$ cat config.mk
export PLATFORM = sky130hd
export DESIGN_NAME = gmrm_regs
export DESIGN_NICKNAME = d
export VERILOG_FILES = /design/src/hdl/assert_macros.svh /design/src/hdl/gmrm_pkg.sv /design/src/hdl/gmrm_regs.sv
export SDC_FILE = /design/constraint.sdc
export NUM_CORES = 1
export LEC_CHECK = 0
export ABC_AREA = 1
export ABC_CLOCK_PERIOD_IN_PS = 1700
export BUFFER_PORTS_ARGS = -buffer_cell sky130_fd_sc_hd__buf_2
export CAP_MARGIN = 20
export CELL_PAD_IN_SITES_DETAIL_PLACEMENT = 0
export CELL_PAD_IN_SITES_GLOBAL_PLACEMENT = 2
export CORE_MARGIN = 2
export CORE_UTILIZATION = 27
export DETAILED_ROUTE_END_ITERATION = 6
export GPL_ROUTABILITY_DRIVEN = 1
export PLACE_DENSITY_LB_ADDON = 0.1
export SLEW_MARGIN = 20
export SYNTH_ARGS = -nofsm -noshare
export SYNTH_HDL_FRONTEND = slang
export SYNTH_SLANG_ARGS = --single-unit
$ cat constraint.sdc
create_clock -name clk -period 1.7 [get_ports clk]
set_input_delay 0.085 -clock clk [delete_from_list [all_inputs] [get_ports clk]]
set_output_delay 0.085 -clock clk [all_outputs]
set_load 0.02 [all_outputs]
$ cat src/hdl/assert_macros.svh
`ifndef ASSERT_MACROS_SVH
`define ASSERT_MACROS_SVH

// Same-cycle implication, sampled on clk, off while rst is high.
`define GMRM_ASSERT_IMPL(label, ante, cons, msg) \
  label: assert property (@(posedge clk) disable iff (rst) (ante) |-> (cons)) \
    else $error(msg);

// Next-cycle implication, sampled on clk, off while rst is high.
`define GMRM_ASSERT_NEXT(label, ante, cons, msg) \
  label: assert property (@(posedge clk) disable iff (rst) (ante) |=> (cons)) \
    else $error(msg);

`endif

$ cat src/hdl/gmrm_pkg.sv
`default_nettype none

package gmrm_pkg;

  localparam int SAMPLE_W    = 16;
  localparam int GAIN_W      = 16;
  localparam int MASK_W      = 4;
  localparam int SRC_SLOTS   = 4;
  localparam int SRC_IDX_W   = 2;
  localparam int FLEN_W      = 11;
  localparam int RMS_W       = 15;
  localparam int ROUND_SHIFT = 28;
  localparam int APB_ADDR_W  = 5;
  localparam int APB_DATA_W  = 32;

  localparam logic [GAIN_W-1:0] GAIN_UNITY = 16'd16384;
  localparam logic [FLEN_W-1:0] FLEN_RESET = 11'd960;

  typedef enum logic [2:0] {
    REG_GAIN0,
    REG_GAIN1,
    REG_GAIN2,
    REG_GAIN3,
    REG_MUTE,
    REG_MASTER,
    REG_DEAFEN,
    REG_FLEN
  } reg_idx_t;

  typedef struct packed {
    logic [SRC_SLOTS-1:0][GAIN_W-1:0] gain;
    logic [MASK_W-1:0]                mute;
    logic [GAIN_W-1:0]                master;
    logic                             deafen;
    logic [FLEN_W-1:0]                frame_length;
  } cfg_t;

  typedef struct packed {
    logic                 in_ready;
    logic                 mac;
    logic                 mac_term;
    logic [SRC_IDX_W-1:0] src;
    logic                 master;
    logic                 round;
    logic                 square;
    logic                 accum;
    logic                 div;
    logic                 sqrt_init;
    logic                 sqrt;
    logic                 load_out;
  } cmd_t;

  typedef struct packed {
    logic in_valid;
    logic last;
    logic out_free;
  } sts_t;

endpackage

`default_nettype wire

$ cat src/hdl/gmrm_regs.sv
`default_nettype none

module gmrm_regs (
  input  wire logic                                clk,
  input  wire logic                                rst,
  input  wire logic                                psel,
  input  wire logic                                penable,
  input  wire logic                                pwrite,
  input  wire logic [gmrm_pkg::APB_ADDR_W-1:0]     paddr,
  input  wire logic [gmrm_pkg::APB_DATA_W-1:0]     pwdata,
  output logic      [gmrm_pkg::APB_DATA_W-1:0]     prdata,
  output logic                                     pready,
  output gmrm_pkg::cfg_t                           cfg
);

  gmrm_pkg::reg_idx_t idx;
  logic               wr_en;

  assign idx    = gmrm_pkg::reg_idx_t'(paddr[gmrm_pkg::APB_ADDR_W-1:2]);
  assign pready = 1'b1;
  assign wr_en  = psel && penable && pwrite && pready;

  always_ff @(posedge clk) begin
    if (rst) begin
      cfg.gain         <= {gmrm_pkg::SRC_SLOTS{gmrm_pkg::GAIN_UNITY}};
      cfg.mute         <= '0;
      cfg.master       <= gmrm_pkg::GAIN_UNITY;
      cfg.deafen       <= 1'b0;
      cfg.frame_length <= gmrm_pkg::FLEN_RESET;
    end else if (wr_en) begin
      unique case (idx)
        gmrm_pkg::REG_GAIN0:  cfg.gain[0]      <= pwdata[gmrm_pkg::GAIN_W-1:0];
        gmrm_pkg::REG_GAIN1:  cfg.gain[1]      <= pwdata[gmrm_pkg::GAIN_W-1:0];
        gmrm_pkg::REG_GAIN2:  cfg.gain[2]      <= pwdata[gmrm_pkg::GAIN_W-1:0];
        gmrm_pkg::REG_GAIN3:  cfg.gain[3]      <= pwdata[gmrm_pkg::GAIN_W-1:0];
        gmrm_pkg::REG_MUTE:   cfg.mute         <= pwdata[gmrm_pkg::MASK_W-1:0];
        gmrm_pkg::REG_MASTER: cfg.master       <= pwdata[gmrm_pkg::GAIN_W-1:0];
        gmrm_pkg::REG_DEAFEN: cfg.deafen       <= pwdata[0];
        gmrm_pkg::REG_FLEN:   cfg.frame_length <= pwdata[gmrm_pkg::FLEN_W-1:0];
        default: ;
      endcase
    end
  end

  always_comb begin
    unique case (idx)
      gmrm_pkg::REG_GAIN0:  prdata = gmrm_pkg::APB_DATA_W'(cfg.gain[0]);
      gmrm_pkg::REG_GAIN1:  prdata = gmrm_pkg::APB_DATA_W'(cfg.gain[1]);
      gmrm_pkg::REG_GAIN2:  prdata = gmrm_pkg::APB_DATA_W'(cfg.gain[2]);
      gmrm_pkg::REG_GAIN3:  prdata = gmrm_pkg::APB_DATA_W'(cfg.gain[3]);
      gmrm_pkg::REG_MUTE:   prdata = gmrm_pkg::APB_DATA_W'(cfg.mute);
      gmrm_pkg::REG_MASTER: prdata = gmrm_pkg::APB_DATA_W'(cfg.master);
      gmrm_pkg::REG_DEAFEN: prdata = gmrm_pkg::APB_DATA_W'(cfg.deafen);
      gmrm_pkg::REG_FLEN:   prdata = gmrm_pkg::APB_DATA_W'(cfg.frame_length);
      default:              prdata = '0;
    endcase
  end

endmodule

`default_nettype wire

# Word level (Yosys, flattened, before mapping)
# Index checks and enable logic that the tools add are counted.
# classes
eq_ne	7
mux	1
reduce_logical	11
# ops
operator	n
one-hot mux 32 bit (8 select lines)	1
AND reduction 2 bit	8
== test 3 bit, second input constant	4
== test 3 x 2 -> 1 bit, second input constant	2
== test 3 x 1 -> 1 bit, second input constant	1
zero test 3 bit	1
logical AND 1 bit	2
# word_totals
ff_bits	96
input_bits	42
out_inout_bits	129
elab_cells	27

# Logic depth before layout (Yosys ltp)
# logic_depth
depth_word	3
mapped_depth	8

# Least setup slack after synthesis
# OpenSTA, ideal clock, no wires.
# synth_path
path_kind	input to register
start	input paddr[4] (netlist bit)
end	register cfg[50] (netlist bit)
setup_time_ps	116
arrival_ps	1054
required_ps	1584
path_slack_ps	530
path_stages	8
path_buffers	2
path_cell_list	buf_2 > inv_2 > nand3_1 > nor2_2 > inv_2 > buf_2 > nor2_1 > nor2_1
# synth_via
elab_chain_cells	2
# synth_lines
item	line_no	text
from (decl)	gmrm_regs.sv:9	input wire logic [gmrm_pkg::APB_ADDR_W-1:0] paddr,
== test 3 x 1 -> 1 bit	gmrm_regs.sv:31	unique case (idx)
AND reduction 2 bit (no line)	-	
to (decl)	gmrm_regs.sv:13	output gmrm_pkg::cfg_t cfg
# Every way passes these cells.
# A chain may end at the register's enable or synchronous reset.

# Worst setup path in the final report
# layout_path
start	input paddr[4] (netlist bit)
end	output prdata[14] (netlist bit)
# layout_via
elab_chain_cells	2
# layout_lines
item	line_no	text
== test 3 bit, or another cell as far along	gmrm_regs.sv:46	unique case (idx)
one-hot mux 32 bit (8 select lines) *	gmrm_regs.sv:46	
to (decl)	gmrm_regs.sv:11	output logic [gmrm_pkg::APB_DATA_W-1:0] prdata,
# Every way passes the cells marked *; elsewhere a longest branch is shown, timed or not. The select of a mux whose other input is x is not followed.

==> results.txt <==
----------------------------------------------------
[Yosys]
  Synthesized-area fraction occupied by xor and xnor cells ... 0
  Main flop type after synthesis ... dfxtp_1
  Number of warning messages in the yosys log ... 0
  Synth Area in Adders ... 0
  Dominant cell by count in the synthesized netlist ... nor2_1
  Cell types occupying the most area after synthesis ... dfxtp_1 (43%), nor2_1 (13%), o21ai_0 (9.8%)
  Post-synthesis average cell area ... 6.78 um2
  Library cell with the largest summed area after synthesis ... dfxtp_1
  Count of distinct cell types in the synthesized netlist ... 21
  Number of instances in the synthesized netlist ... between 600 and 700
  Mapped Area ... 4450 um2
  List of most frequent post-synthesis cells ... nor2_1 (154), dfxtp_1 (96), o21ai_0 (87)
  Multiplexer area fraction after synthesis ... 0
  Fraction of post-synthesis cell area in the top cell type by area ... 0.432
  Main combinational cell family by area after synthesis ... simple AND/OR/NAND/NOR gates
  Async set-reset flop share out of synthesis ... 0
  Post-Synth Simple-Gate Area ... 0.349
  Number of flops mapped to enable cells by yosys ... 0
  Sequential fraction of the synthesis area ... 0.432
  Fraction of the mapped netlist area in compound gates ... 0.116
  Yosys reg bits ... 96

[Global routing]
  Antenna violations before repair ... 0
  Largest net degree at the start of global routing ... 97
  Gr ovfl total ... 0
  Global-route wire length before repair ... around 26 mm
  GR Util All Layers ... 0.195
  Vias in the first global route ... 4530

[Setup path]
  Capture point of the worst reg-to-reg path ... cfg[56]
  Top Family by Delay on Critical Path ... buffers and inverters
  Worst endpoint required time ... 1.62 ns
  Critical path type ... in2out
  Number of gates on the worst path with buffers counted ... 10
  Worst-path cell with the longest stage delay ... nand3_2
  Crit path cell chain ... buf_2 -> inv_2 -> buf_4 -> nand3_2 -> inv_2 -> nand2_1 -> nand2_1 -> nor2_1 -> nand2_1 -> buf_2
  Minimum setup slack among reg-to-reg paths ... 1.01 ns
  CP Max Fanout ... 12
  Reg2Reg Depth ... 2
  Beginning of the worst register-to-register path ... cfg[56]
  CP Capture Type ... primary output
  CP startpoint kind ... primary input
  CP most frequent cell ... nand2_1
  CP arrival ... 1.44 ns
  CP bufs+invs ... 5
  Slowest stage delay, CP ... 0.26 ns

[Cells and area]
  Largest registers ... cfg (96)
  Count of non-filler cells in the finished layout ... 1009
  Largest register by flop count ... cfg
  Share of final-layout standard cells stronger than drive strength 1 ... 0.247
  Post-layout net count ... 829
  Area Overhead vs Synth ... 28.9%
  Max FFs per register ... 96

[Drt]
  Detailed-route DRC error count ... 0
  Via-per-instance ratio ... 4.69
  Post-route ant nets ... 0
  Total via count in the routed design ... between 4k and 5k
  Routed WL per cell ... 17.0 um
  Wire length after detailed routing ... roughly 17 mm
  Iteration-0 DRC count of the detailed router ... ~220
  Number of optimization iterations in the first detailed-route pass ... 4

[CTS]
  Worst-Skew Late Latency ... 0.34 ns
  Number of H-tree levels ... 3
  Count of clock tree sinks ... 96
  CTS Root Cell ... clkbuf_16
  CTS tree ... done
  Worst-case clock buffer depth ... 2
  TritonCTS Buffers ... 9
  Clock Pin Slew Worst Setup and Hold Paths ... 0.07 ns

[Timing]
  Transition time at the pin with the least slew margin ... 0.928 ns
  Final Setup Violations ... 0
  Tcrit/Tclk final ... 0.898
  Maximum operating frequency ... 655 MHz
  RSZ-0062 raised after global routing ... false
  Total negative setup slack ... 0 ns
  Min Tclk post-route ... 1.53 ns
  Remaining max-slew budget at the tightest pin ... 0.380
  Count of pins over their slew limit ... 0
  Final count of hold timing violations ... 0
  Worst hold slack ... 0.0169 ns
  Setup Skew ... 0 ns

[Floorplanning]
  Die Y ... 132 um
  Area of the placeable core ... 16000 um2
  Die Footprint ... 17500 um2
  Number of ports placed on the die boundary ... 171
  Effective utilization at floorplan ... 0.278
  Number of placement rows ... 46
  Width of the die ... 132 um

[Hold path]
  Endpoint with the worst hold slack ... cfg[62]
  Worst hold path stage count ... 3
  Worst min-delay path class ... in2reg
  Worst min-delay path startpoint ... pwdata[14]

[Power and ir drop]
  Power density over cell area ... 885 nW/um2
  Largest voltage drop on the vdd net ... 0.489 mV
  Leak Pwr ... between 2 and 3 nW

[Place]
  Input/output buffers ... 135
  HPWL reported at the end of detailed placement ... 11.9 mm
  Placed instance count ... 992
  Final weighted congestion in routability-driven placement ... 0.796

[Flow run]
  Max-capacitance violation count ... 0

[Run status]
  Result of the run ... complete, no violations

----------------------------------------------------
## where the power goes
group	switching [W]	leakage (nW)	internal (W)
Sequential	0.0000233	0.775	0.00228
Combinational	0.000347	1.84	0.000120
Clock	0.000896	0.163	0.00141
Total	0.00127	2.77	0.00381
## worst max-delay path by stage
stage / startpoint / to / slack [ns]
floorplan: paddr[4] / cfg[50] / 0.53
global placement: paddr[4] / prdata[12] / 0.13
detailed placement: paddr[4] / prdata[14] / 0.10
CTS: paddr[4] / prdata[11] / 0.09
global route: paddr[4] / prdata[15] / 0.03
finish: paddr[4] / prdata[14] / 0.17
## final cells by class
class	instances	area (um2)
flip-flops and latches	96	1920
well taps	216	270
fillers	1792	10300
multi-input cells	480	2140
diodes	1	2.50
repair buffers	164	931
clock inverters	2	60.1
inverters	36	135
clock buffers	14	274
## what timing repair did
item | CTS | global route
setup buffers | 0 | 0
endpoints found under the setup margin | 0 | 5
hold buffers | 0 | 0
resized for setup | 0 | 1
## routing by layer
metal  global-route usage  wire length, um
met3               0.0423             1010
met2                0.323             8160
met4               0.0705              266
met1                0.249             7710
met5                    0                0
## worst register-to-register path, cell delays in order (launching register included)
cell and delay, ns:
dfxtp_1 0.34, o21ai_0 0.19, nor2_1 0.05
## logic make-up (layout without fill, tap and decap cells)
logic type | after synthesis | count (layout)
other | 2 | 18
flip-flops | 96 | 96
AND/OR/NAND/NOR | 360 | 360
buffers and inverters | 95 | 216
AO/OA/AOI/OAI | 103 | 103
## cell usage in the layout, fill, tap and decap left out, drive strengths merged
| cell | netlist | layout |
|---|---|---|
| dfxtp | 96 | 96 |
| bufinv | 0 | 2 |
| nand3 | 30 | 30 |
| a21oi | 7 | 7 |
| nor3 | 65 | 65 |
| buf | 31 | 164 |
| diode | 0 | 1 |
| o21ai | 95 | 95 |
| o211ai | 1 | 1 |
| nand2 | 86 | 86 |
| clkbuf | 28 | 14 |
| nor2 | 161 | 161 |
| inv | 36 | 36 |
| conb | 2 | 17 |
| nand4 | 18 | 18 |
## through the flow
step | worst slack [ns] | power [W] | utilization | cell area (um2)
final | 0.174 | 0.00508 | 0.359 | 5740
after global routing | 0.0318 | 0.00526 | 0.358 | 5730
after CTS | 0.0897 | 0.00514 | 0.358 | 5730
after detailed placement | 0.104 | 0.00282 | 0.338 | 5400
after global placement | 0.129 | 0.00282 | 0.338 | 5400
after floorplan | 0.530 | 0.00263 | - | 4510
No activity file was read; power rests on OpenSTA's default activity.
