<file path="config.mk">
export PLATFORM = sky130hd
export DESIGN_NAME = gmrm_ctrl
export DESIGN_NICKNAME = d
export VERILOG_FILES = /design/src/hdl/gmrm_pkg.sv /design/src/hdl/gmrm_ctrl.sv
export VERILOG_INCLUDE_DIRS = /design/src /design/src/hdl
export SDC_FILE = /design/constraint.sdc
export NUM_CORES = 1
export LEC_CHECK = 0
export BUFFER_PORTS_ARGS = -buffer_cell sky130_fd_sc_hd__buf_2
export CORE_MARGIN = 3
export CORE_UTILIZATION = 48
export DETAILED_ROUTE_END_ITERATION = 6
export PLACE_DENSITY = 0.74
export SLEW_MARGIN = 20
export SYNTH_ARGS = -nofsm -noshare
export SYNTH_HDL_FRONTEND = slang
export SYNTH_SLANG_ARGS = --single-unit
</file>
<file path="constraint.sdc">
create_clock -name clk -period 1.8 [get_ports clk]
set_input_delay 0.27 -clock clk [delete_from_list [all_inputs] [get_ports clk]]
set_output_delay 0.27 -clock clk [all_outputs]
set_load 0.01 [all_outputs]
</file>
<file path="src/hdl/assert_macros.svh">
`ifndef ASSERT_MACROS_SVH
`define ASSERT_MACROS_SVH

// Same-cycle implication, sampled on clk, off while rst is high.
`define GMRM_ASSERT_IMPL(label, ante, cons, msg) \
  label: assert property (@(posedge clk) disable iff (rst) (ante) |-> (cons)) \
    else $error(msg);

// Next-cycle implication, sampled on clk, off while rst is high.
`define GMRM_ASSERT_NEXT(label, ante, cons, msg) \
  label: assert property (@(posedge clk) disable iff (rst) (ante) |=> (cons)) \
    else $error(msg);

`endif

</file>
<file path="src/hdl/gmrm_pkg.sv">
`default_nettype none

package gmrm_pkg;

  localparam int SAMPLE_W    = 16;
  localparam int GAIN_W      = 16;
  localparam int MASK_W      = 4;
  localparam int SRC_SLOTS   = 4;
  localparam int SRC_IDX_W   = 2;
  localparam int FLEN_W      = 11;
  localparam int RMS_W       = 15;
  localparam int ROUND_SHIFT = 28;
  localparam int APB_ADDR_W  = 5;
  localparam int APB_DATA_W  = 32;

  localparam logic [GAIN_W-1:0] GAIN_UNITY = 16'd16384;
  localparam logic [FLEN_W-1:0] FLEN_RESET = 11'd960;

  typedef enum logic [2:0] {
    REG_GAIN0,
    REG_GAIN1,
    REG_GAIN2,
    REG_GAIN3,
    REG_MUTE,
    REG_MASTER,
    REG_DEAFEN,
    REG_FLEN
  } reg_idx_t;

  typedef struct packed {
    logic [SRC_SLOTS-1:0][GAIN_W-1:0] gain;
    logic [MASK_W-1:0]                mute;
    logic [GAIN_W-1:0]                master;
    logic                             deafen;
    logic [FLEN_W-1:0]                frame_length;
  } cfg_t;

  typedef struct packed {
    logic                 in_ready;
    logic                 mac;
    logic                 mac_term;
    logic [SRC_IDX_W-1:0] src;
    logic                 master;
    logic                 round;
    logic                 square;
    logic                 accum;
    logic                 div;
    logic                 sqrt_init;
    logic                 sqrt;
    logic                 load_out;
  } cmd_t;

  typedef struct packed {
    logic in_valid;
    logic last;
    logic out_free;
  } sts_t;

endpackage

`default_nettype wire

</file>
<file path="src/hdl/gmrm_ctrl.sv">
`default_nettype none

`include "assert_macros.svh"

module gmrm_ctrl #(
  parameter int NUM_SOURCES = 4,
  parameter int DIV_STEPS   = 41,
  parameter int SQRT_STEPS  = 21
) (
  input  wire logic           clk,
  input  wire logic           rst,
  input  wire gmrm_pkg::sts_t sts,
  output gmrm_pkg::cmd_t      cmd
);

  localparam int STEP_W = $clog2(DIV_STEPS);

  typedef enum logic [3:0] {
    S_IDLE,
    S_MAC,
    S_MASTER,
    S_ROUND,
    S_SQUARE,
    S_ACCUM,
    S_DIV,
    S_SQINIT,
    S_SQRT,
    S_DONE
  } state_t;

  state_t              state;
  logic [STEP_W-1:0]   step;

  always_ff @(posedge clk) begin
    if (rst) begin
      state <= S_IDLE;
      step  <= '0;
    end else begin
      unique case (state)
        S_IDLE: begin
          if (sts.in_valid) begin
            state <= S_MAC;
            step  <= '0;
          end
        end
        S_MAC: begin
          if (step == STEP_W'(NUM_SOURCES)) begin
            state <= S_MASTER;
          end else begin
            step <= step + 1'b1;
          end
        end
        S_MASTER: state <= S_ROUND;
        S_ROUND:  state <= S_SQUARE;
        S_SQUARE: state <= S_ACCUM;
        S_ACCUM: begin
          if (sts.last) begin
            state <= S_DIV;
            step  <= '0;
          end else begin
            state <= S_DONE;
          end
        end
        S_DIV: begin
          if (step == STEP_W'(DIV_STEPS - 1)) begin
            state <= S_SQINIT;
          end else begin
            step <= step + 1'b1;
          end
        end
        S_SQINIT: begin
          state <= S_SQRT;
          step  <= '0;
        end
        S_SQRT: begin
          if (step == STEP_W'(SQRT_STEPS - 1)) begin
            state <= S_DONE;
          end else begin
            step <= step + 1'b1;
          end
        end
        S_DONE: begin
          if (sts.out_free) begin
            state <= S_IDLE;
          end
        end
        default: state <= S_IDLE;
      endcase
    end
  end

  always_comb begin
    cmd          = '0;
    cmd.src      = step[gmrm_pkg::SRC_IDX_W-1:0];
    cmd.in_ready = (state == S_IDLE) && !rst;
    cmd.mac      = (state == S_MAC);
    cmd.mac_term = (state == S_MAC) && (step < STEP_W'(NUM_SOURCES));
    cmd.master   = (state == S_MASTER);
    cmd.round    = (state == S_ROUND);
    cmd.square   = (state == S_SQUARE);
    cmd.accum    = (state == S_ACCUM);
    cmd.div      = (state == S_DIV);
    cmd.sqrt_init = (state == S_SQINIT);
    cmd.sqrt     = (state == S_SQRT);
    cmd.load_out = (state == S_DONE) && sts.out_free;
  end

  `GMRM_ASSERT_IMPL(a_mac_bound, state == S_MAC, step <= STEP_W'(NUM_SOURCES), "source index overrun")
  `GMRM_ASSERT_IMPL(a_sqrt_bound, state == S_SQRT, step < STEP_W'(SQRT_STEPS), "root step overrun")
  `GMRM_ASSERT_NEXT(a_done_hold, state == S_DONE && !sts.out_free, state == S_DONE, "result dropped while stalled")

endmodule

`default_nettype wire

</file>
# Yosys cells after proc, flatten, opt, wreduce, memory -nomap -nowiden
# Cells that the tools add are included.
# W data, S select, Z words.
[word_totals]
ff_bits = 10
input_bits = 5
[op_classes]
n_addsub = 1
n_lt_le_gt_ge = 1
n_eq_ne = 21
n_mux = 13
n_reduce_logical = 8
[ops]
columns = ["operator", "n"]
rows = [
  ["$pmux W4 S10", 1],
  ["$pmux W6 S6", 1],
  ["$mux W6", 5],
  ["$mux W4", 6],
  ["$eq A4 B3 Y1 const B", 4],
  ["$ne A2 B2 Y1 const B", 6],
  ["$eq A4 B2 Y1 const B", 2],
  ["$eq A4 B4 Y1 const B", 2],
  ["$add A6 B1 Y6 const B", 1],
  ["$eq A6 B3 Y1 const B", 1],
  ["$eq A6 B5 Y1 const B", 1],
  ["$eq A6 B6 Y1 const B", 1],
  ["$lt A6 B3 Y1 const B", 1],
  ["$ne A2 B1 Y1 const B", 3],
  ["$reduce_and A6 Y1", 1],
  ["$reduce_bool A6 Y1", 1],
  ["$reduce_and A5 Y1", 1],
  ["$eq A4 B1 Y1 const B", 1],
  ["$logic_not A4 Y1", 1],
  ["$logic_and A1 B1 Y1", 3],
  ["$logic_not A1 Y1", 1],
]

# Longest topological paths before layout
[logic_depth]
depth_word = 3
ltp_mapped = 7

# Worst setup path before layout
# Ideal clock, no wire load.
[synth_timing]
path_kind = "reg-to-reg"
startpoint = "register step[0]"
endpoint = "register step[2]"
arrival_time_ns = 1.667
t_required_ns = 1.684
setup_slack_ns = 0.016
stages_incl_launch_ff = 8
cell_sequence = "dfxtp_1 -> inv_1 -> ha_1 -> and4bb_1 -> a31oi_1 -> o22ai_2 -> o311a_1 -> a41o_1"
[synth_between]
elab_chain_cells = 3
[synth_lines]
columns = ["element", "line", "text"]
rows = [
  ["start, declared", "gmrm_ctrl.sv:32", "logic [STEP_W-1:0] step;"],
  ["start signal, assigned", "gmrm_ctrl.sv:50", "step <= step + 1'b1;"],
  ["start signal, assigned", "gmrm_ctrl.sv:68", "step <= step + 1'b1;"],
  ["start signal, assigned", "gmrm_ctrl.sv:79", "step <= step + 1'b1;"],
  ["$add A6 B1 Y6, or another cell as far along", "gmrm_ctrl.sv:50, gmrm_ctrl.sv:68, gmrm_ctrl.sv:79", ""],
  ["$mux W6, or another cell as far along", "gmrm_ctrl.sv:76", "if (step == STEP_W'(SQRT_STEPS - 1)) begin"],
  ["$pmux W6 S6 or $reduce_and A6 Y1 (tied branches)", "--", ""],
]
# Parallel ways exist; a longest one is shown, timed or not. The select of a mux whose other input is x is not followed.
# A chain may end at the register's enable or synchronous reset.

# Final worst setup path
[layout_timing]
startpoint = "register step[1]"
endpoint = "register step[2]"
# Same word-level chain as after synthesis.

==> run metrics <==
reported leakage power 0.0004879 uW; area share of fa/ha/maj cells after synthesis 0.02821; share of flip-flops with an asynchronous set or reset after synthesis 0; share of synthesized cell area in and, or, nand and nor gates 0.3470; floorplan die area 2400 sq um; Unique masters post-synth 47; clock buffer count from CTS 3; ratio of cells with drive above 1 in the final layout 0.3706; parity-gate share of the synthesized area counting xor and xnor cells 0.009873; hold endpoint state[0]; yosys synthesis warning count 0; Worst-Skew Late Latency 0.26 ns; final-stage net count 151; kind of critical path reg -> reg; total number of H-tree levels 1; overall die height 48.99 um; fraction of the core area covered by cells at the end of the flow 0.7003; largest net degree at the start of global routing 12; Synth Cell Area 887.1 sq um; total congestion overflow 0; standard-cell rows 14; crit-path cells inv_2, ha_4, and4bb_4, a31oi_4, o22ai_2, o311a_1, a41o_1; delay contributed by the slowest stage of the critical path 0.36 ns; worst flop-to-flop path startpoint step[1]; post-detail-place hpwl 1.788 mm; Slew Viols, Final 0; Cells after Synth 117; buffer type at the clock tree root sky130_fd_sc_hd__clkbuf_4; flops & latches, synth 10; achievable clock frequency 564.5 MHz; total clock sinks 10; number of global-route vias before repair 845; Synth Area in Compound Gates 0.2807; maximum root-to-sink buffer count 2; violation count after the first detailed-routing iteration 57; Final TNS setup 0 ns; per-cell via count in the routed design 5.868; global placer's final weighted congestion 0.9276; synthesized area divided by synthesized cell count 7.582 sq um; final setup skew 0.003819 ns; DRC 0; flop2flop setup slack 0.03 ns; number of violations of the max-capacitance limit 0; routing usage on met3 0.03364; combined global-route utilization of all metal layers 0.2079; result of the run completed; worst vdd ir 654.3 uV; global-route wire length before repair 3.898 mm; main combinational cell family by area after synthesis simple AND/OR/NAND/NOR gates; number of stages on the worst hold path 2; antenna diode count 0; cell area power density 955.4 nW/um^2; number of cell instances on the worst register-to-register path 7; met2 Track Usage GR 0.3190; layer with the highest usage after global routing met2; share of the clock period used by the worst path after layout 0.9841; initial antenna violation count 0; routed via count 980; total count of hold-check failures in the final report 0; Least-Margin Pin Slew 0.4711 ns; path type of the worst min-delay path in -> reg; CP required 1.96 ns; number of enable-type register cells in the synthesized netlist 0; worst-case setup slack after placement -0.02577 ns; length of the first detailed-routing pass in iterations 4; slew margin rel. 0.6826; final routed wirelength across all metal layers 2.441 mm; filler cell count in the final layout 142; Post-DRT Antenna Nets 0; top-level port count 18; number of setup violations in the final report 0; starting utilization of the core area 0.5505; clock tree from TritonCTS yes; startpoint types flip-flop; post-synthesis sequential area ratio 0.2257; Worst Hold Launch rst; clock-pin slew reported for the worst setup and hold paths after clock tree synthesis 0.07 ns; share of synthesized area spent on multiplexers 0.01128; RSZ-0062 raised after global routing true; per-cell routed wire length 14.62 um; Synthesized Nets 124; Critical Path Fanout Max 4; data arrival time of the worst path 1.93 ns; Critical R2R Capture step[2]; Std-Cell Core Area 1612 sq um; met1 routing resource usage after global routing 0.2847; Port Buf Inserts 17; dominant synthesized flop cell sky130_fd_sc_hd__dfxtp_1; die outline width 48.99 um; kind of end point of the critical path flip-flop; library cell contributing the largest single delay on the critical path sky130_fd_sc_hd__o311a_1; final worst-path setup slack 0.02866 ns; post-layout min period 1.771 ns; P&R area growth vs syn 27.22%
-- final cells by class --
class / instances / area [sq um] / share of cell area
multi-input cells: 89 / 628.1 / 0.5565
flip-flops and latches: 10 / 206.4 / 0.1829
clock buffers: 4 / 36.28 / 0.03215
repair buffers: 32 / 197.7 / 0.1752
inverters: 8 / 30.03 / 0.02661
well taps: 24 / 30.03 / 0.02661
-- power by group --
| part | internal [uW] | total (uW) | switching (uW) | leakage (uW) |
|---|---|---|---|---|
| combinational | 266 | 578 | 312 | 0.000384 |
| clock | 123 | 202 | 79.3 | 0.0000210 |
| sequential | 249 | 298 | 49.2 | 0.0000832 |
| total | 637 | 1080 | 441 | 0.000488 |
-- critical path: cells and delay by family, from the launching register on --
| kind | cells | cell delay (ns) |
|---|---|---|
| simple gates | 1 | 0.21 |
| buf+inv | 1 | 0.05 |
| fa+ha+maj | 1 | 0.15 |
| compound gates | 4 | 0.90 |
| flops | 1 | 0.35 |
-- kinds of logic after synthesis --
family,Yosys count
AO/OA/AOI/OAI,33
XOR/XNOR,1
adder cells (fa/ha/maj),2
buffers and inverters,18
flip-flops,10
multiplexers,1
AND/OR/NAND/NOR,52
-- cells in the mapped netlist, types with 2 or more instances --
library cell,instances,area share
sky130_fd_sc_hd__nand2_1,6,0.025
sky130_fd_sc_hd__o21a_1,2,0.017
sky130_fd_sc_hd__dfxtp_1,10,0.23
sky130_fd_sc_hd__nand4_1,3,0.021
sky130_fd_sc_hd__o21ai_0,4,0.023
sky130_fd_sc_hd__nand2b_1,4,0.028
sky130_fd_sc_hd__nor4_1,3,0.021
sky130_fd_sc_hd__nor3_1,5,0.028
sky130_fd_sc_hd__ha_1,2,0.028
sky130_fd_sc_hd__nor3b_1,2,0.017
sky130_fd_sc_hd__buf_1,2,0.0085
sky130_fd_sc_hd__a31oi_1,3,0.021
sky130_fd_sc_hd__nand3_1,3,0.017
sky130_fd_sc_hd__buf_4,2,0.017
sky130_fd_sc_hd__inv_1,8,0.034
sky130_fd_sc_hd__a21oi_1,9,0.051
sky130_fd_sc_hd__clkbuf_1,2,0.0085
sky130_fd_sc_hd__buf_2,3,0.017
sky130_fd_sc_hd__nor2_1,15,0.063
sky130_fd_sc_hd__nor2b_1,2,0.014
-- registers in the layout, summed over array words and instances (netlist names) --
signal  flops
step        6
state       4
-- worst max-delay path by stage --
stage / depth (start not counted) / from / slack [ns] / endpoint
finish: 7 / step[1] / 0.03 / step[2]
global route: 7 / step[1] / -0.03 / step[2]
CTS: 7 / step[1] / 0.004 / step[2]
detailed placement: 7 / step[1] / -0.03 / step[2]
global placement: 7 / step[0] / 0.05 / step[2]
floorplan: 7 / step[0] / 0.02 / step[2]
-- layer usage --
| layer | vias up | part of all wire |
|---|---|---|
| met5 | - | 0 |
| met4 | 0 | 0.0086 |
| met3 | 3 | 0.095 |
| met2 | 53 | 0.47 |
| met1 | 438 | 0.43 |
| li1 | 486 | - |
-- per-stage QoR --
stage / area [sq um] / hold WS, ns / total power [uW] / instances
global route: 1129 / 0.3039 / 1158 / 167
detailed placement: 1036 / 0.5313 / 818.6 / 160
global placement: 1036 / 0.4804 / 807.4 / 160
floorplan: 887.1 / 0.4951 / 651.6 / 117
finish: 1129 / 0.3014 / 1078 / 167
CTS: 1090 / 0.2882 / 1037 / 165
-- layout by cell type, fill, tap and decap left out, drive strengths merged, types with 3 or more instances in the layout --
cell / instances
nor2: 15
nor3: 5
a21oi: 9
inv: 8
dfxtp: 10
nand4: 3
o21ai: 6
clkbuf: 4
nand2: 6
nor4: 3
buf: 32
nand3: 3
nand2b: 4
a31oi: 4
-- repair_timing --
action / in CTS / in global routing
hold buffers: 0 / 0
buffers inserted: 1 / 2
pin swaps: 3 / 3
gates resized for setup: 4 / 7
endpoints found under the setup margin: 2 / 7
No activity file was read; power rests on OpenSTA's default activity.
