<file path="src/hdl/assert_macros.svh">
`ifndef ASSERT_MACROS_SVH
`define ASSERT_MACROS_SVH

// Same-cycle implication, sampled on clk, off while rst is high.
`define GMRM_ASSERT_IMPL(label, ante, cons, msg) \
  label: assert property (@(posedge clk) disable iff (rst) (ante) |-> (cons)) \
    else $error(msg);

// Next-cycle implication, sampled on clk, off while rst is high.
`define GMRM_ASSERT_NEXT(label, ante, cons, msg) \
  label: assert property (@(posedge clk) disable iff (rst) (ante) |=> (cons)) \
    else $error(msg);

`endif

</file>
<file path="src/hdl/gmrm_pkg.sv">
`default_nettype none

package gmrm_pkg;

  localparam int SAMPLE_W    = 16;
  localparam int GAIN_W      = 16;
  localparam int MASK_W      = 4;
  localparam int SRC_SLOTS   = 4;
  localparam int SRC_IDX_W   = 2;
  localparam int FLEN_W      = 11;
  localparam int RMS_W       = 15;
  localparam int ROUND_SHIFT = 28;
  localparam int APB_ADDR_W  = 5;
  localparam int APB_DATA_W  = 32;

  localparam logic [GAIN_W-1:0] GAIN_UNITY = 16'd16384;
  localparam logic [FLEN_W-1:0] FLEN_RESET = 11'd960;

  typedef enum logic [2:0] {
    REG_GAIN0,
    REG_GAIN1,
    REG_GAIN2,
    REG_GAIN3,
    REG_MUTE,
    REG_MASTER,
    REG_DEAFEN,
    REG_FLEN
  } reg_idx_t;

  typedef struct packed {
    logic [SRC_SLOTS-1:0][GAIN_W-1:0] gain;
    logic [MASK_W-1:0]                mute;
    logic [GAIN_W-1:0]                master;
    logic                             deafen;
    logic [FLEN_W-1:0]                frame_length;
  } cfg_t;

  typedef struct packed {
    logic                 in_ready;
    logic                 mac;
    logic                 mac_term;
    logic [SRC_IDX_W-1:0] src;
    logic                 master;
    logic                 round;
    logic                 square;
    logic                 accum;
    logic                 div;
    logic                 sqrt_init;
    logic                 sqrt;
    logic                 load_out;
  } cmd_t;

  typedef struct packed {
    logic in_valid;
    logic last;
    logic out_free;
  } sts_t;

endpackage

`default_nettype wire

</file>
<file path="src/hdl/gmrm_in_if.sv">
`default_nettype none

interface gmrm_in_if;
  logic                                 valid;
  logic                                 ready;
  logic signed [gmrm_pkg::SAMPLE_W-1:0] sample_src0;
  logic signed [gmrm_pkg::SAMPLE_W-1:0] sample_src1;
  logic signed [gmrm_pkg::SAMPLE_W-1:0] sample_src2;
  logic signed [gmrm_pkg::SAMPLE_W-1:0] sample_src3;
  logic [gmrm_pkg::MASK_W-1:0]          present_mask;

  modport source (
    output valid, sample_src0, sample_src1, sample_src2, sample_src3, present_mask,
    input  ready
  );

  modport sink (
    input  valid, sample_src0, sample_src1, sample_src2, sample_src3, present_mask,
    output ready
  );
endinterface

`default_nettype wire

</file>
<file path="src/hdl/gmrm_out_if.sv">
`default_nettype none

interface gmrm_out_if;
  logic                                 valid;
  logic                                 ready;
  logic signed [gmrm_pkg::SAMPLE_W-1:0] mixed_sample;
  logic                                 frame_end;
  logic [gmrm_pkg::RMS_W-1:0]           rms_level;

  modport source (
    output valid, mixed_sample, frame_end, rms_level,
    input  ready
  );

  modport sink (
    input  valid, mixed_sample, frame_end, rms_level,
    output ready
  );
endinterface

`default_nettype wire

</file>
<file path="src/hdl/gmrm_dp.sv">
`default_nettype none

`include "assert_macros.svh"

module gmrm_dp #(
  parameter int NUM_SOURCES = 4,
  parameter int MAX_FRAME   = 1024,
  parameter int ACC_W       = 41,
  parameter int RT_W        = 21
) (
  input  wire logic           clk,
  input  wire logic           rst,
  input  wire gmrm_pkg::cfg_t cfg,
  input  wire gmrm_pkg::cmd_t cmd,
  output gmrm_pkg::sts_t      sts,
  gmrm_in_if.sink             samples,
  gmrm_out_if.source          results
);

  localparam int SMP_W  = gmrm_pkg::SAMPLE_W;
  localparam int PROD_W = SMP_W + gmrm_pkg::GAIN_W + 1;
  localparam int MIX_W  = PROD_W + $clog2(NUM_SOURCES);
  localparam int TOT_W  = MIX_W + gmrm_pkg::GAIN_W + 1;
  localparam int SQ_W   = 2 * SMP_W - 1;
  localparam int CNT_W  = (MAX_FRAME > 1) ? $clog2(MAX_FRAME) : 1;
  localparam int LEN_W  = $clog2(MAX_FRAME + 1);
  localparam int CMP_W  = LEN_W + 1;
  localparam int FLX_W  = gmrm_pkg::FLEN_W + LEN_W;
  localparam int RAD_W  = 2 * RT_W;
  localparam int REM_W  = RT_W + 2;
  localparam int HI_W   = TOT_W - SMP_W + 1;
  localparam logic [TOT_W-1:0] ROUND_BIAS = TOT_W'(1) << (gmrm_pkg::ROUND_SHIFT - 1);
  localparam logic [RT_W-1:0]  RMS_MAX    = RT_W'((1 << gmrm_pkg::RMS_W) - 1);

  logic signed [SMP_W-1:0]           smp [gmrm_pkg::SRC_SLOTS];
  logic [gmrm_pkg::MASK_W-1:0]       prs;
  logic [LEN_W-1:0]                  len;
  logic signed [PROD_W-1:0]          prod;
  logic signed [MIX_W-1:0]           mix;
  logic signed [TOT_W-1:0]           total;
  logic signed [SMP_W-1:0]           outv;
  logic [SQ_W-1:0]                   sq;
  logic [CNT_W-1:0]                  cnt;
  logic [ACC_W-1:0]                  acc;
  logic [ACC_W-1:0]                  dvd;
  logic [LEN_W-1:0]                  rem_d;
  logic [RAD_W-1:0]                  rad;
  logic [REM_W-1:0]                  rem_s;
  logic [RT_W-1:0]                   root;
  logic                              frame_end_r;

  logic                              term_en;
  logic [FLX_W-1:0]                  flx;
  logic [LEN_W-1:0]                  len_next;
  logic signed [TOT_W-1:0]           biased;
  logic signed [TOT_W-1:0]           shifted;
  logic [HI_W-1:0]                   hi;
  logic signed [SMP_W-1:0]           outv_next;
  logic signed [2*SMP_W-1:0]         sq_full;
  logic [ACC_W-1:0]                  acc_sum;
  logic [CMP_W-1:0]                  cnt_inc;
  logic [LEN_W:0]                    rd_t;
  logic [REM_W+1:0]                  rs_t;
  logic [REM_W+1:0]                  trial_s;
  logic [gmrm_pkg::RMS_W-1:0]        rms_val;

  assign samples.ready = cmd.in_ready;
  assign sts.in_valid  = samples.valid;
  assign sts.out_free  = !results.valid || results.ready;

  assign term_en = cmd.mac_term && prs[cmd.src] && !cfg.mute[cmd.src];

  assign flx = FLX_W'(cfg.frame_length);
  always_comb begin
    if (cfg.frame_length == '0) begin
      len_next = LEN_W'(1);
    end else if (flx > FLX_W'(MAX_FRAME)) begin
      len_next = LEN_W'(MAX_FRAME);
    end else begin
      len_next = flx[LEN_W-1:0];
    end
  end

  always_comb begin
    biased  = total + $signed(ROUND_BIAS);
    shifted = biased >>> gmrm_pkg::ROUND_SHIFT;
    hi      = shifted[TOT_W-1:SMP_W-1];
    if (cfg.deafen) begin
      outv_next = '0;
    end else if (hi == '0 || hi == '1) begin
      outv_next = shifted[SMP_W-1:0];
    end else if (shifted[TOT_W-1]) begin
      outv_next = {1'b1, {(SMP_W-1){1'b0}}};
    end else begin
      outv_next = {1'b0, {(SMP_W-1){1'b1}}};
    end
  end

  assign sq_full  = outv * outv;
  assign acc_sum  = acc + ACC_W'(sq);
  assign cnt_inc  = CMP_W'(cnt) + CMP_W'(1);
  assign sts.last = (cnt_inc >= CMP_W'(len));

  assign rd_t    = {rem_d, dvd[ACC_W-1]};
  assign rs_t    = {rem_s, rad[RAD_W-1 -: 2]};
  assign trial_s = (REM_W+2)'({root, 2'b01});

  always_comb begin
    if (!frame_end_r || cfg.deafen) begin
      rms_val = '0;
    end else if (root > RMS_MAX) begin
      rms_val = RMS_MAX[gmrm_pkg::RMS_W-1:0];
    end else begin
      rms_val = root[gmrm_pkg::RMS_W-1:0];
    end
  end

  always_ff @(posedge clk) begin
    if (rst) begin
      cnt <= '0;
      acc <= '0;
    end else if (cmd.accum) begin
      cnt <= sts.last ? '0 : cnt_inc[CNT_W-1:0];
      acc <= sts.last ? '0 : acc_sum;
    end
  end

  always_ff @(posedge clk) begin
    if (cmd.in_ready && samples.valid) begin
      smp[0] <= samples.sample_src0;
      smp[1] <= samples.sample_src1;
      smp[2] <= samples.sample_src2;
      smp[3] <= samples.sample_src3;
      prs    <= samples.present_mask;
      len    <= len_next;
      prod   <= '0;
      mix    <= '0;
    end
    if (cmd.mac) begin
      prod <= term_en ? smp[cmd.src] * $signed({1'b0, cfg.gain[cmd.src]})
                      : $signed(PROD_W'(0));
      mix  <= mix + MIX_W'(prod);
    end
    if (cmd.master) begin
      total <= mix * $signed({1'b0, cfg.master});
    end
    if (cmd.round) begin
      outv <= outv_next;
    end
    if (cmd.square) begin
      sq <= sq_full[SQ_W-1:0];
    end
    if (cmd.accum) begin
      dvd         <= acc_sum;
      rem_d       <= '0;
      frame_end_r <= sts.last;
    end
    if (cmd.div) begin
      if (rd_t >= (LEN_W+1)'(len)) begin
        rem_d <= LEN_W'(rd_t - (LEN_W+1)'(len));
        dvd   <= {dvd[ACC_W-2:0], 1'b1};
      end else begin
        rem_d <= rd_t[LEN_W-1:0];
        dvd   <= {dvd[ACC_W-2:0], 1'b0};
      end
    end
    if (cmd.sqrt_init) begin
      rad   <= RAD_W'(dvd);
      rem_s <= '0;
      root  <= '0;
    end
    if (cmd.sqrt) begin
      rad <= {rad[RAD_W-3:0], 2'b00};
      if (rs_t >= trial_s) begin
        rem_s <= REM_W'(rs_t - trial_s);
        root  <= {root[RT_W-2:0], 1'b1};
      end else begin
        rem_s <= rs_t[REM_W-1:0];
        root  <= {root[RT_W-2:0], 1'b0};
      end
    end
  end

  always_ff @(posedge clk) begin
    if (rst) begin
      results.valid <= 1'b0;
    end else if (cmd.load_out) begin
      results.valid <= 1'b1;
    end else if (results.ready) begin
      results.valid <= 1'b0;
    end
  end

  always_ff @(posedge clk) begin
    if (cmd.load_out) begin
      results.mixed_sample <= outv;
      results.frame_end    <= frame_end_r;
      results.rms_level    <= rms_val;
    end
  end

  `GMRM_ASSERT_NEXT(a_acc_clear, cmd.accum && sts.last, acc == '0 && cnt == '0, "frame state not cleared")
  `GMRM_ASSERT_IMPL(a_rms_masked, results.valid && !results.frame_end, results.rms_level == '0, "level outside frame end")

endmodule

`default_nettype wire

</file>
<file path="src/flat_wrapper.sv">
// flat-port wrapper written by rule: the top's interface ports become plain ports
module gmrm_dp_flat 
#(
  parameter int NUM_SOURCES = 4,
  parameter int MAX_FRAME   = 1024,
  parameter int ACC_W       = 41,
  parameter int RT_W        = 21
)
  (clk, rst, cfg, cmd, sts, samples_valid, samples_sample_src0, samples_sample_src1, samples_sample_src2, samples_sample_src3, samples_present_mask, samples_ready, results_valid, results_mixed_sample, results_frame_end, results_rms_level, results_ready);
  gmrm_in_if samples_i ();
  gmrm_out_if results_i ();
  input  wire logic clk;
  input  wire logic rst;
  input  wire gmrm_pkg::cfg_t cfg;
  input  wire gmrm_pkg::cmd_t cmd;
  output gmrm_pkg::sts_t sts;
  input wire logic [$bits(samples_i.valid)-1:0] samples_valid;
  input wire logic [$bits(samples_i.sample_src0)-1:0] samples_sample_src0;
  input wire logic [$bits(samples_i.sample_src1)-1:0] samples_sample_src1;
  input wire logic [$bits(samples_i.sample_src2)-1:0] samples_sample_src2;
  input wire logic [$bits(samples_i.sample_src3)-1:0] samples_sample_src3;
  input wire logic [$bits(samples_i.present_mask)-1:0] samples_present_mask;
  output wire logic [$bits(samples_i.ready)-1:0] samples_ready;
  output wire logic [$bits(results_i.valid)-1:0] results_valid;
  output wire logic [$bits(results_i.mixed_sample)-1:0] results_mixed_sample;
  output wire logic [$bits(results_i.frame_end)-1:0] results_frame_end;
  output wire logic [$bits(results_i.rms_level)-1:0] results_rms_level;
  input wire logic [$bits(results_i.ready)-1:0] results_ready;
  assign samples_i.valid = samples_valid;
  assign samples_i.sample_src0 = samples_sample_src0;
  assign samples_i.sample_src1 = samples_sample_src1;
  assign samples_i.sample_src2 = samples_sample_src2;
  assign samples_i.sample_src3 = samples_sample_src3;
  assign samples_i.present_mask = samples_present_mask;
  assign samples_ready = samples_i.ready;
  assign results_valid = results_i.valid;
  assign results_mixed_sample = results_i.mixed_sample;
  assign results_frame_end = results_i.frame_end;
  assign results_rms_level = results_i.rms_level;
  assign results_i.ready = results_ready;
  gmrm_dp #(.NUM_SOURCES(NUM_SOURCES), .MAX_FRAME(MAX_FRAME), .ACC_W(ACC_W), .RT_W(RT_W)) u_core (.clk(clk), .rst(rst), .cfg(cfg), .cmd(cmd), .sts(sts), .samples(samples_i), .results(results_i));
endmodule
</file>
<file path="config.mk">
export PLATFORM = sky130hd
export DESIGN_NAME = gmrm_dp_flat
export DESIGN_NICKNAME = d
export VERILOG_FILES = /design/src/hdl/gmrm_pkg.sv /design/src/hdl/gmrm_in_if.sv /design/src/hdl/gmrm_out_if.sv /design/src/hdl/gmrm_dp.sv /design/src/flat_wrapper.sv
export VERILOG_INCLUDE_DIRS = /design/src /design/src/hdl
export SDC_FILE = /design/constraint.sdc
export NUM_CORES = 2
export LEC_CHECK = 0
export BUFFER_PORTS_ARGS = -buffer_cell sky130_fd_sc_hd__buf_2
export CELL_PAD_IN_SITES_DETAIL_PLACEMENT = 1
export CELL_PAD_IN_SITES_GLOBAL_PLACEMENT = 2
export CORE_MARGIN = 3
export CORE_UTILIZATION = 39
export CTS_BUF_LIST = sky130_fd_sc_hd__clkbuf_2
export CTS_CLUSTER_DIAMETER = 60
export DETAILED_ROUTE_END_ITERATION = 10
export GPL_TIMING_DRIVEN = 0
export PLACE_DENSITY = 0.86
export SYNTH_ARGS = -nofsm -noshare
export SYNTH_HDL_FRONTEND = slang
export SYNTH_SLANG_ARGS = --single-unit
</file>
<file path="constraint.sdc">
create_clock -name clk -period 11.1 [get_ports clk]
set_input_delay 3.33 -clock clk [delete_from_list [all_inputs] [get_ports clk]]
set_output_delay 3.33 -clock clk [all_outputs]
set_load 0.02 [all_outputs]
</file>
# Word-level counts from Yosys, hierarchy flattened
# Memory sizes are Yosys's and may differ from the RTL's.
# Index checks and enable logic that the tools add are counted.
totals:
  ff_bits: 405
  mem_count: 1
  output_inout_bits: 37
  mem_bits_rw: 64
  latch_bits: 0
  wordCells: 89
  mem_bits_ro: 0
classes:
  n_shift: 0
  n_div: 0
  n_lt_le_gt_ge: 6
  n_mux: 35
  n_eq_ne: 1
  n_mul: 3
  reduce_logical: 16
  bitwise_logic: 0
  n_addsub: 6
mem_list:
  columns: ["name", "depth", "word_bits", "read_ports", "rd_clocked_by_memory_dff", "wr", "line_no", "text"]
  rows:
  - ["u_core.smp", 4, 16, 1, 0, 4, "gmrm_dp.sv:35", "logic signed [SMP_W-1:0] smp [gmrm_pkg::SRC_SLOTS];"]
ops:
  columns: ["op", "count"]
  rows:
  - ["$mux 41", 3]
  - ["$mux 33", 3]
  - ["$mux 42", 2]
  - ["$mux 35", 2]
  - ["$mux 23", 3]
  - ["$add 52x29->52 const B", 1]
  - ["$mul 35x17->52", 1]
  - ["$mux 16", 3]
  - ["$mux 11", 4]
  - ["$mux 21", 2]
  - ["$add 41x31->41", 1]
  - ["$eq 37x37->1 const B", 1]
  - ["$logic_not 37->1", 1]
  - ["$add 35x33->35", 1]
  - ["$mul 16x17->33", 1]
  - ["$bmux 16 s2", 1]
  - ["$mul 16x16->31", 1]
  - ["$ge 25x23->1", 1]
  - ["$ge 12x11->1", 2]
  - ["$sub 23x23->23", 1]
  - ["$gt 21x15->1 const B", 1]
  - ["$mux 15", 1]
  - ["$add 10x1->11 const B", 1]
  - ["$gt 11x11->1 const B", 1]
  - ["11 further kinds", 28]

# Longest topological paths before layout
logic_depth:
  ltp_word: 6
  ltp_mapped: 30

# Worst setup path before layout
# No wires, ideal clock.
synth_path:
  kind: "input-to-reg"
  start: "in cmd[8] in the netlist's numbering"
  end: "reg u_core.prod[30], data pin"
  n_path_buf: 4
  slack_ns: 0.143
  arrival_ns: 10.691
  path_stages: 29
  required_ns: 10.835
  path_cell_list: "clkbuf_1 > clkbuf_1 > buf_1 > mux2i_1 > nand2_1 > o21ai_1 > clkbuf_1 > nor2_1 > fa_1 > inv_1 > fa_1 > inv_1 > fa_1 > fa_1 > fa_1 > inv_1 > fa_1 > inv_1 > ha_1 > a21o_1 > a21oi_1 > o21ai_0 > a31o_2 > a21oi_1 > o21ai_0 > a311oi_1 > nor3b_1 > and4b_1 > or3_1"
synth_between:
  elab_chain_cells: 6
synth_lines:
  columns: ["item", "line_no", "text"]
  rows:
  - ["start, declared", "flat_wrapper.sv:15", "input wire gmrm_pkg::cmd_t cmd;"]
  - ["parallel branches: the longest is 4 deep, another holds $mul 16x17->33", null, null]
  - ["$mux 33 (*)", "gmrm_dp.sv:140", "prod <= term_en ? smp[cmd.src] * $signed({1'b0, cfg.gain[cmd.src]})"]
  - ["$mux 33 (*)", "gmrm_dp.sv:139", "if (cmd.mac) begin"]
  - ["end signal, assigned", "gmrm_dp.sv:140", null]
  - ["end, declared", "gmrm_dp.sv:38", "logic signed [PROD_W-1:0] prod;"]
# Mark *: on every way between the ends. The select of a mux whose other input is x is not followed.
# A chain may end at the register's enable or synchronous reset.

# Worst setup path in the final report
layout_path:
  start: "in cfg[16] in the netlist's numbering"
  end: "reg u_core.total[51], data pin"
layout_between:
  elab_chain_cells: 1
layout_lines:
  columns: ["item", "line_no", "text"]
  rows:
  - ["start, declared", "flat_wrapper.sv:14", "input wire gmrm_pkg::cfg_t cfg;"]
  - ["$mul 35x17->52", "gmrm_dp.sv:145", "total <= mix * $signed({1'b0, cfg.master});"]
  - ["end signal, assigned", "gmrm_dp.sv:145", null]
  - ["end, declared", "gmrm_dp.sv:40", "logic signed [TOT_W-1:0] total;"]
# Every way passes these cells.

==> key figures <==
Yosys
  • Top_reg_cell synth: edfxtp_1
  • Synth area leader: fa_1
  • FFs w/ async S/R, synth: 0
  • Area share of the largest cell type after synthesis: 0.328
  • Top cells by area, synth: fa_1, edfxtp_1, ha_1, inv_1, nand2_1
  • Syn_nets: 7594
  • Post-Syn Area: 0.0585 mm2
  • Sequential fraction of the synthesis area: 0.217
  • Post-synth EDFFs: 387
  • Cells after Synth: 6014
  • Flop and latch count out of synthesis: 441
  • Synth unique cells: 86
  • Avg Inst Size Synth: 9.73 um2
  • Ys Warns: 0

Layout
  • Final net count: 7934
  • Filler cell count: 17200
  • Synth-to-Final Area Change: 8.33%
  • Fraction of layout cells with a size suffix above 1: 0.0769
  • Non-Filler Instances: 8462

Critical path
  • Worst-path fanout max: 10
  • Slowest cell on the critical path: a311oi_1
  • Cell mode on critical path: fa_1
  • CP endpoint kind: flip-flop
  • Max incr delay on CP: 920 ps
  • Req. time, crit path: 12300 ps
  • CP Cell Sequence: clkbuf_1, clkbuf_1, nand2_1, fa_1, fa_1, fa_1, inv_1, fa_1, fa_1, inv_1, fa_1, inv_1, ha_1, clkbuf_1, nand2_1, nor3_1, o2111ai_1, a311oi_1, o21ai_0, a31oi_1, o21a_1, o2111ai_1, nand4b_1, xnor2_1
  • Worst Path Buf+Inv: 6
  • Setup CP Type: in -> reg
  • Worst EP arrival: 11920 ps
  • CP top delay family: adder cells
  • Startpoint Class: input port

Placed design
  • PortBufs: 202
  • Inst Count DP: 8223
  • Pre-CTS setup slack: -2350 ps
  • Hpwl dp: 145000 um
  • GP Congestion: 0.917

Global routing
  • Largest net degree at the start of global routing: 65
  • Vias in the first global route: 49100
  • GRT overflow: 0
  • Initial antenna violation count: 23
  • Gr usage total: 0.233
  • First-pass GRT wire length: 276000 um

Clock tree
  • Root Buffer: clkbuf_2
  • Clk slew on worst S/H paths: 80 ps
  • CTS tree: built
  • CTS sink count: 441
  • Postcts setup bufs: 0
  • CTS buffer count: 131
  • PostCTS Resize Cnt: 2
  • Worst skew pair latency: 1510 ps
  • CTS Hold Buffers Added: 0
  • H-tree levels: 4
  • CTS Buffer Depth: 3

Floorplanning
  • Die ar.: 0.155 mm2
  • I/O pin count: 218
  • Chip height: 393 um
  • Starting density of the core: 0.394
  • Core Area: 0.148 mm2
  • Die Wd: 393 um
  • FP Rows: 141

Timing
  • Slew Limit Fails: 0
  • Final setup fails: 0
  • Fin. Hold Viols: 0
  • Final period utilization: 0.965
  • F_max: 93.3 MHz
  • Skew final: 164 ps
  • Slew @ Worst Pin: 1220 ps
  • Slew HR: 0.177
  • Min setup slack post-route: 385 ps
  • RSZ-0062 raised after global routing: false
  • Final min period: 10720 ps

Routing
  • Post-route ant nets: 0
  • Routed vias: 43800
  • Routed wire length per instance: 20.8 um
  • Initial DRT Pass Iterations: 5
  • Total routed wirelength: 176000 um
  • Via density per instance: 5.17
  • DRT iter0 DRCs: 2193
  • Drt drc: 0

Worst hold path
  • Min-Delay Path Class: reg -> reg

Status
  • Status: finished clean

Job
  • Max-Cap Viols: 0
==> worst register-to-register path: cells and delay by family, from the launching register on <==
family / cells / cell delay [ps]
adders and majority gates: 7 / 3790
AOI/OAI and AO/OA: 6 / 2260
buffers and inverters: 5 / 1260
and+or+nand+nor: 4 / 1150
DFF: 1 / 330
xor gates and xnor gates: 1 / 80
==> final timing paths <==
check | slack (ps) | cells past startpoint | to | startpoint
setup / recovery | 380 | 24 | u_core.total[51] | cfg[16]
setup reg to reg | 2100 | 23 | u_core.total[51] | u_core.mix[34]
hold / removal | 450 | 0 | u_core.results.frame_end | u_core.frame_end_r
hold reg to reg | 450 | 0 | u_core.results.frame_end | u_core.frame_end_r
==> cell type report <==
class / instances / area [um2] / share of cell area
timing repair buffer: 207 / 1110 / 0.0176
inverter: 1261 / 4730 / 0.0747
sequential: 441 / 12700 / 0.200
buffer: 228 / 892 / 0.0141
tap: 2002 / 2500 / 0.0395
clock buffer: 178 / 891 / 0.0141
antenna: 9 / 22.5 / 0.000355
multi-input combinational: 4084 / 40200 / 0.634
clock inverter: 52 / 317 / 0.00499
==> cells by family after synthesis <==
| family | share of synthesized area |
|---|---|
| compound gates | 0.0835 |
| xor+xnor | 0.0290 |
| fa+ha+maj | 0.422 |
| buf+inv | 0.0960 |
| flops | 0.217 |
| mux | 0.0177 |
| simple gates | 0.134 |
==> flip-flops by register name (all words and copies together), names as in the netlist, 21 cells and up <==
register,flops
u_core.rad,42
u_core.mix,35
u_core.rem_s,23
u_core.root,21
u_core.sq,30
u_core.smp,64
u_core.dvd,41
u_core.prod,33
u_core.acc,41
u_core.total,25
==> cell usage in the layout, fill, tap and decap left out, drive strengths merged, types with 109 or more instances in the layout <==
cell    instances
fa            959
edfxtp        387
nand2         731
o21ai         178
nor2          272
and2          316
a21oi         179
xnor2         109
clkbuf        391
buf           222
inv          1271
ha            440
==> routing by layer <==
metal	up-vias	global-route usage	part of all wire	wire length, um
met5	-	0	0.00010	18
met4	4	0.0871	0.039	6870
met3	328	0.0385	0.051	8920
met2	1091	0.405	0.50	88500
met1	22600	0.291	0.41	72100
li1	19700	-	-	-
==> cell usage after synthesis, types with 24 or more instances <==
cell / count
inv_1: 1259
fa_1: 959
nand2_1: 731
ha_1: 440
edfxtp_1: 387
and2_1: 316
nor2_1: 272
clkbuf_1: 212
a21oi_1: 179
o21ai_0: 162
xnor2_1: 109
xor2_1: 85
a21o_1: 84
nand3_1: 78
dfxtp_1: 54
o21a_1: 51
nor2b_1: 50
mux2i_1: 47
nor3_1: 42
a22o_1: 39
nand2b_1: 38
and3_1: 31
a31oi_1: 30
mux2_2: 24
nand4_1: 24
==> through the flow <==
step / setup TNS (ps) / cell area (um2) / hold WS (ps) / util
after floorplan: 0 / 58500 / 418 / -
after global placement: -44930 / 62000 / 424 / 0.418
after detailed placement: -47490 / 62100 / 432 / 0.419
after CTS: 0 / 63300 / 452 / 0.427
after global routing: 0 / 63400 / 459 / 0.427
final: 0 / 63400 / 453 / 0.427
Power is not shown: default switching activity piles up to over one toggle a cycle in this logic, so the estimate is an artifact.
